===== src/sv/set_membership_table_macros.svh =====
// Assertion helpers used by the RTL.
`ifndef SET_MEMBERSHIP_TABLE_MACROS_SVH
`define SET_MEMBERSHIP_TABLE_MACROS_SVH

// Same-cycle implication, checked out of reset.
`define SMT_ASSERT_NOW(label, clk, rstn, ante, cons, msg) \
    label: assert property (@(posedge clk) disable iff (!rstn) (ante) |-> (cons)) \
        else $error(msg);

// Next-cycle implication, checked out of reset.
`define SMT_ASSERT_NEXT(label, clk, rstn, ante, cons, msg) \
    label: assert property (@(posedge clk) disable iff (!rstn) (ante) |=> (cons)) \
        else $error(msg);

`endif


===== src/sv/smt_pkg.sv =====
package smt_pkg;

    typedef enum logic [1:0] {
        CMD_INSERT = 2'd0,
        CMD_REMOVE = 2'd1,
        CMD_QUERY  = 2'd2
    } smt_cmd_t;

    typedef enum logic [1:0] {
        ST_IDLE,
        ST_SCAN,
        ST_COMMIT
    } smt_state_t;

    // Flags carried by the lookup token as it walks the chain
    typedef struct packed {
        logic active;
        logic hit;
        logic free_found;
    } smt_tok_t;

    // Write broadcast to the cells at the end of a lookup
    typedef struct packed {
        logic en;
        logic set;   // 1: store value and mark valid, 0: invalidate
    } smt_wr_t;

endpackage


===== src/sv/smt_cell.sv =====
module smt_cell import smt_pkg::*; #(
    parameter int ELEM_WIDTH = 32,
    parameter int IDX_W      = 6,
    parameter int CELL_IDX   = 0
) (
    input  logic                  aclk,
    input  logic                  aresetn,
    input  smt_tok_t              tok_in,
    input  logic [ELEM_WIDTH-1:0] tok_value_in,
    input  logic [IDX_W-1:0]      hit_idx_in,
    input  logic [IDX_W-1:0]      free_idx_in,
    output smt_tok_t              tok_out,
    output logic [ELEM_WIDTH-1:0] tok_value_out,
    output logic [IDX_W-1:0]      hit_idx_out,
    output logic [IDX_W-1:0]      free_idx_out,
    input  smt_wr_t               wr,
    input  logic [IDX_W-1:0]      wr_idx,
    input  logic [ELEM_WIDTH-1:0] wr_value
);

    localparam logic [IDX_W-1:0] MY_IDX = IDX_W'(CELL_IDX);

    logic [ELEM_WIDTH-1:0] value_reg;
    logic                  valid_reg;
    smt_tok_t              tok_reg, tok_next;
    logic [ELEM_WIDTH-1:0] tok_value_reg;
    logic [IDX_W-1:0]      hit_idx_reg, hit_idx_next;
    logic [IDX_W-1:0]      free_idx_reg, free_idx_next;
    logic                  match;
    logic                  wr_here;

    assign match   = valid_reg && (value_reg == tok_value_in);
    assign wr_here = wr.en && (wr_idx == MY_IDX);

    always_comb begin
        tok_next.active     = tok_in.active;
        tok_next.hit        = tok_in.hit | match;
        tok_next.free_found = tok_in.free_found | ~valid_reg;
        // first hit / first free slot along the chain wins
        hit_idx_next  = (!tok_in.hit && match) ? MY_IDX : hit_idx_in;
        free_idx_next = (!tok_in.free_found && !valid_reg) ? MY_IDX : free_idx_in;
    end

    always_ff @(posedge aclk) begin
        if (!aresetn) begin
            valid_reg <= 1'b0;
            tok_reg   <= '0;
        end else begin
            tok_reg <= tok_next;
            if (wr_here) begin
                valid_reg <= wr.set;
            end
        end
    end

    always_ff @(posedge aclk) begin
        tok_value_reg <= tok_value_in;
        hit_idx_reg   <= hit_idx_next;
        free_idx_reg  <= free_idx_next;
        if (wr_here && wr.set) begin
            value_reg <= wr_value;
        end
    end

    assign tok_out       = tok_reg;
    assign tok_value_out = tok_value_reg;
    assign hit_idx_out   = hit_idx_reg;
    assign free_idx_out  = free_idx_reg;

endmodule


===== config.mk =====
export PLATFORM = sky130hd
export DESIGN_NAME = smt_cell
export DESIGN_NICKNAME = d
export VERILOG_FILES = /design/src/sv/set_membership_table_macros.svh /design/src/sv/smt_pkg.sv /design/src/sv/smt_cell.sv
export SDC_FILE = /design/constraint.sdc
export NUM_CORES = 1
export LEC_CHECK = 0
export BUFFER_PORTS_ARGS = -buffer_cell sky130_fd_sc_hd__buf_2
export CAP_MARGIN = 25
export CELL_PAD_IN_SITES_DETAIL_PLACEMENT = 1
export CELL_PAD_IN_SITES_GLOBAL_PLACEMENT = 2
export CORE_MARGIN = 1.5
export CORE_UTILIZATION = 23
export CTS_CLUSTER_DIAMETER = 30
export DETAILED_ROUTE_END_ITERATION = 16
export HOLD_SLACK_MARGIN = 0.05
export PLACE_DENSITY = 0.75
export SLEW_MARGIN = 20
export SYNTH_ARGS = -nofsm -noshare
export SYNTH_HDL_FRONTEND = slang
export SYNTH_SLANG_ARGS = --single-unit

===== constraint.sdc =====
create_clock -name aclk -period 2.6 [get_ports aclk]
set_input_delay 0.39 -clock aclk [delete_from_list [all_inputs] [get_ports aclk]]
set_output_delay 0.39 -clock aclk [all_outputs]
set_load 0.005 [all_outputs]

==> flow_summary.ini, run 1 <==
[setup_path]
endpoint_kind = flip-flop
path_max_fanout = 7
critical_path_class = reg2reg
arrival_ns = 2.18
required_ns = 2.82
crit_path_start_kind = flip-flop

[timing]
worstMarginPinSlew_ns = 0.409
rsz0062_at_grt = false
finalSetupTns_ns = 0
setup_viol = 0
finClkSkew_ns = 0.00654
min_period_ns = 1.96
layout_setup_ws_ns = 0.639
slew_headroom = 0.725
timing.final.hold_violations = 0
fin_crit_sh = 0.754
fmax_mhz = 510
drv_slew = 0

[layout]
syn2layout_area_growth_pct = 45.5
regArea_um2 = 1920
multi_input_area_um2 = 510
layout.nets = 385
layout-drive-gt1-share = 0.515
most-common-layout-cells = 135 x buf_2, 48 x dfxtp_1, 32 x edfxtp_1, 25 x xor2_1, 10 x clkbuf_8
antenna_cells = 0
fillers = 1153
final_common_cell = buf_2

[pwr]
power_density_nw_per_um2 = 732
power_uw = 2600
leakage_uw = 0.00158
ir_worst_vdd_mv = 0.302

[global_routing]
met1_usage = 0.115
grt_usage = 0.104
grt_pass1_wl_mm = 8.68
met3_usage = 0.0552
grt_use_met2 = 0.166
overflow = 0
top_usage_layer = met2
grt_max_degree = 18
antenna_found_initial = 0
grt_pass1_vias = 1744

[place]
place.port_buffers = 135
dp_slack_ns = 0.362
place_congestion = 0.655
place_hpwl_mm = 4.58

[route]
vias = 1672
viasPerCell = 3.83
first_pass_iters = 4
remaining_drc_errors = 0
drt_iter0_markers = 23
detail-route-antenna-nets = 0
wl_mm = 5.75
route.detailed.wl_per_inst_um = 13.2

[clock_tree]
cts_buffers = 9
clk-insertion-delay-late_ns = 0.34
clkTransAtPathRegs_ns = 0.09
cts.htree.levels = 3
cts.repair.resized = 0
cts.sinks = 80
cts_tree = done
ctsHoldBuffers = 0
root_buffer = clkbuf_8
cts_setup_buffers = 0
clk_path_buf_depth = 2

[job]
drv_cap = 0

[logic_synthesis]
synth_area_um2 = 2440
yosysSeqAreaShare = 0.787
synth_top_area_share = 0.393
synth_warnings = 0
synth_nets = 237
synth_cell_types = 20
netlist_instances = 148
syn_area_per_cell_um2 = 16.5
synth_largest_area_cell = dfxtp_1
synth-seq-cells = 80
synth_area_leaders = dfxtp_1 39%, edfxtp_1 39%, xor2_1 9.0%, a21boi_0 2.5%, xnor2_1 2.2%

[floorplanning]
core_area_um2 = 10300
rows = 37
start_util = 0.237
ios = 136
design.die.area_um2 = 11200
die_w_um = 106
die_y_um = 106

[hold_path]
hp-class = in2reg

[outcome]
status = finished clean
-- cell families after synthesis --
group | after synthesis | share of synthesized area
AO/OA/AOI/OAI | 12 | 0.0369
XOR/XNOR | 31 | 0.111
buffers and inverters | 3 | 0.00461
flip-flops | 80 | 0.787
AND/OR/NAND/NOR | 22 | 0.0605
-- critical path, stage by stage (launching register included) --
cell      delay [ns]
edfxtp_1        0.39
xor2_1          0.15
nor4_1          0.40
nand4_1         0.25
nor4_4          0.47
a21boi_0        0.16
-- power breakdown --
| group | switching, uW | internal [uW] |
|---|---|---|
| logic | 64.5 | 90.9 |
| registers | 8.96 | 1340 |
| clock network | 466 | 631 |
-- metrics by stage --
step / utilization / area [um^2] / hold slack, ns / cells
after floorplan: - / 2440 / 0.418 / 148
after global placement: 0.320 / 3300 / 0.518 / 421
after detailed placement: 0.320 / 3300 / 0.518 / 421
after CTS: 0.344 / 3550 / 0.134 / 437
after global routing: 0.344 / 3550 / 0.134 / 437
final: 0.344 / 3550 / 0.163 / 437
-- cell usage after synthesis --
master and count:
xor2_1 25, nand2_1 1, inv_1 3, xnor2_1 6, dfxtp_1 48, and3_1 1, edfxtp_1 32, nor4_4 1
nor2b_1 6, nor3_1 1, a21boi_0 8, nor2_1 1, nor4b_1 1, a21oi_1 1, and2_1 1, nand4_1 2
nor4_1 6, o21a_1 2, nand3_1 1, o211a_1 1
-- path summary, 6_finish.rpt --
check	start	to	slack, ns	cells after the start
setup reg to reg	value_reg[8]	hit_idx_out[5]	0.64	5
setup / recovery	value_reg[8]	hit_idx_out[5]	0.64	5
hold / removal	tok_value_in[28]	tok_value_out[28]	0.16	1
hold reg to reg	valid_reg	tok_out[0]	0.58	1
-- final cells by class --
cell class	count	area share
clock buffer	11	0.0458
clock inverter	5	0.0243
inverter	3	0.00317
multi-input combinational	65	0.144
sequential	80	0.541
tap	136	0.0479
timing repair buffer	137	0.194
-- layer usage --
layer	wire length [um]	vias up
met5	0	-
met4	55	0
met3	683	6
met2	2730	92
met1	2290	762
li1	-	812
Note: power is estimated with default switching activity, not from simulation.
==> run 2, diff against run 1 <==
--- a/config.mk
+++ b/config.mk
@@ -5,6 +5,7 @@
 export SDC_FILE = /design/constraint.sdc
 export NUM_CORES = 1
 export LEC_CHECK = 0
+export ABC_AREA = 1
 export BUFFER_PORTS_ARGS = -buffer_cell sky130_fd_sc_hd__buf_2
 export CAP_MARGIN = 25
 export CELL_PAD_IN_SITES_DETAIL_PLACEMENT = 1
@@ -14,7 +15,7 @@
 export CTS_CLUSTER_DIAMETER = 30
 export DETAILED_ROUTE_END_ITERATION = 16
 export HOLD_SLACK_MARGIN = 0.05
-export PLACE_DENSITY = 0.75
+export PLACE_DENSITY = 0.82
 export SLEW_MARGIN = 20
 export SYNTH_ARGS = -nofsm -noshare
 export SYNTH_HDL_FRONTEND = slang
==> constraint.sdc (replaced) <==
create_clock -name aclk -period 1.8 [get_ports aclk]
set_input_delay 0.27 -clock aclk [delete_from_list [all_inputs] [get_ports aclk]]
set_output_delay 0.27 -clock aclk [all_outputs]
set_load 0.005 [all_outputs]
==> flow_summary.ini, run 2 <==
[route]
route.detailed.wl_per_inst_um = 11.1
remaining_drc_errors = 0
detail-route-antenna-nets = 0
vias = 2458
viasPerCell = 3.78
drt_iter0_markers = 51
wl_mm = 7.23
first_pass_iters = 4

[layout]
layout-drive-gt1-share = 0.315
layout.nets = 567
postLayoutCoreUtil = 0.347
fillers = 1498
antenna_cells = 0
instances_no_fill = 651
final_common_cell = buf_2
syn2layout_area_growth_pct = 46.3
regArea_um2 = 1920
multi_input_area_um2 = 677
most-common-layout-cells = 135 x buf_2, 102 x nand2_1, 74 x inv_1, 48 x dfxtp_1, 35 x nor2_1

[logic_synthesis]
synth_top_area_share = 0.334
synth_nets = 405
netlist_instances = 316
yosysMostFrequentCell = nand2_1
synth_cell_types = 16
synth_area_um2 = 2870
synth_warnings = 0
yosysSeqAreaShare = 0.669
synth-seq-cells = 80
synth_largest_area_cell = dfxtp_1
synth_ff_type = dfxtp_1
async_flop_share = 0
synth_common_cells = 102 x nand2_1, 75 x inv_1, 48 x dfxtp_1, 35 x nor2_1, 32 x edfxtp_1
synth_area_leaders = dfxtp_1 33%, edfxtp_1 33%, nand2_1 13%, inv_1 9.8%, nor2_1 4.6%
synth_edf_count = 32
syn_area_per_cell_um2 = 9.09

[clock_tree]
cts.sinks = 80
clkTransAtPathRegs_ns = 0.06
clk_path_buf_depth = 2
cts.htree.levels = 3
cts_tree = done
clk-insertion-delay-late_ns = 0.34
cts_setup_buffers = 0
root_buffer = clkbuf_16
cts_buffers = 9

[pwr]
switching_share = 0.211
pwr-share-clk = 0.416
netSwitchingPower_uw = 811
power_density_nw_per_um2 = 915
leakage_uw = 0.00218
intPower_uw = 3030
power_uw = 3840
ir_worst_vdd_mv = 0.515
seqPwrFrac = 0.509
power_frac_comb = 0.075

[global_routing]
grt_max_degree = 18
grt_pass1_vias = 2606
antenna_found_initial = 0
grt_pass1_wl_mm = 11.5
overflow = 0
grt_usage = 0.118

[floorplanning]
die_y_um = 115
design.die.area_um2 = 13200
start_util = 0.237
core_area_um2 = 12100
ios = 136
rows = 40
die_w_um = 115

[outcome]
status = finished clean

[setup_path]
crit_path_start_kind = primary input
path_max_fanout = 6
critical_path_class = in2reg
required_ns = 2.03
arrival_ns = 1.84
endpoint_kind = flip-flop

[timing]
timing.final.hold_violations = 0
slew_headroom = 0.743
setup_viol = 0
finClkSkew_ns = 0.00648
finalSetupTns_ns = 0
drv_slew = 0
whs_ns = 0.0642
worstMarginPinSlew_ns = 0.384
fmax_mhz = 621
min_period_ns = 1.61
rsz0062_at_grt = false
fin_crit_sh = 0.895

[hold_path]
hp-class = in2reg

[job]
drv_cap = 0

[place]
place_congestion = 0.645
place.port_buffers = 135
post-place-cells = 621
place_hpwl_mm = 5.65
[run 2: area by class of cell]
class,count,share of cell area
Sequential cell,80,0.457
Timing Repair Buffer,151,0.204
Multi-Input combinational cell,161,0.161
Inverter,75,0.0679
Clock buffer,15,0.0590
Tap cell,168,0.0500
Clock inverter,1,0.000893
[run 2: final timing paths]
path | from | end | cells after the start | slack [ns]
min | tok_value_in[13] | tok_value_out[13] | 1 | 0.06
max | tok_value_in[6] | hit_idx_out[3] | 13 | 0.19
min reg2reg | valid_reg | valid_reg | 2 | 0.49
max reg2reg | value_reg[8] | hit_idx_out[3] | 10 | 0.38
[run 2: cell families (layout without fill, tap and decap cells)]
family	after synthesis	count (layout)	share of synthesized area
AO/OA/AOI/OAI	6	6	0.0105
XOR/XNOR	4	4	0.0122
buffers and inverters	75	242	0.0980
flip-flops	80	80	0.669
AND/OR/NAND/NOR	151	151	0.210
[run 2: repair_timing]
item,4_1_cts,5_1_grt
hold buffers,14,0
setup endpoints to repair,0,6
resized for setup,0,1
hold endpoints to repair,14,0
[run 2: metrics by stage]
stage | worst slack (ns) | cell area (um^2)
after floorplan | 0.150 | 2880
after global placement | 0.116 | 3800
after detailed placement | 0.0904 | 3800
after CTS | 0.137 | 4190
after global routing | 0.000443 | 4200
final | 0.189 | 4200
[run 2: routing by layer]
metal | vias to the layer above | wire, um | global-route usage
li1 | 1251 | - | -
met1 | 1121 | 2680 | 0.117
met2 | 75 | 3900 | 0.218
met3 | 11 | 482 | 0.0395
met4 | 0 | 170 | 0.0642
met5 | - | 0 | 0
[run 2: power groups by stage]
stage	logic [uW]	clock network, uW	registers [uW]
after floorplan	74.2	0	2000
after global placement	261	0	1990
after detailed placement	270	0	1990
after CTS	294	1670	1960
after global routing	329	1730	1960
final	287	1600	1950
[run 2: worst max-delay path, cell delays in order]
cell           delay, ns
dlygate4sd3_1       0.52
buf_2               0.12
inv_1               0.04
nand2_1             0.05
nand2_1             0.05
nor2_1              0.11
nand2_1             0.10
nor2_1              0.13
nand2_1             0.09
nor2_2              0.13
nand3_4             0.12
nand2_1             0.08
inv_1               0.04
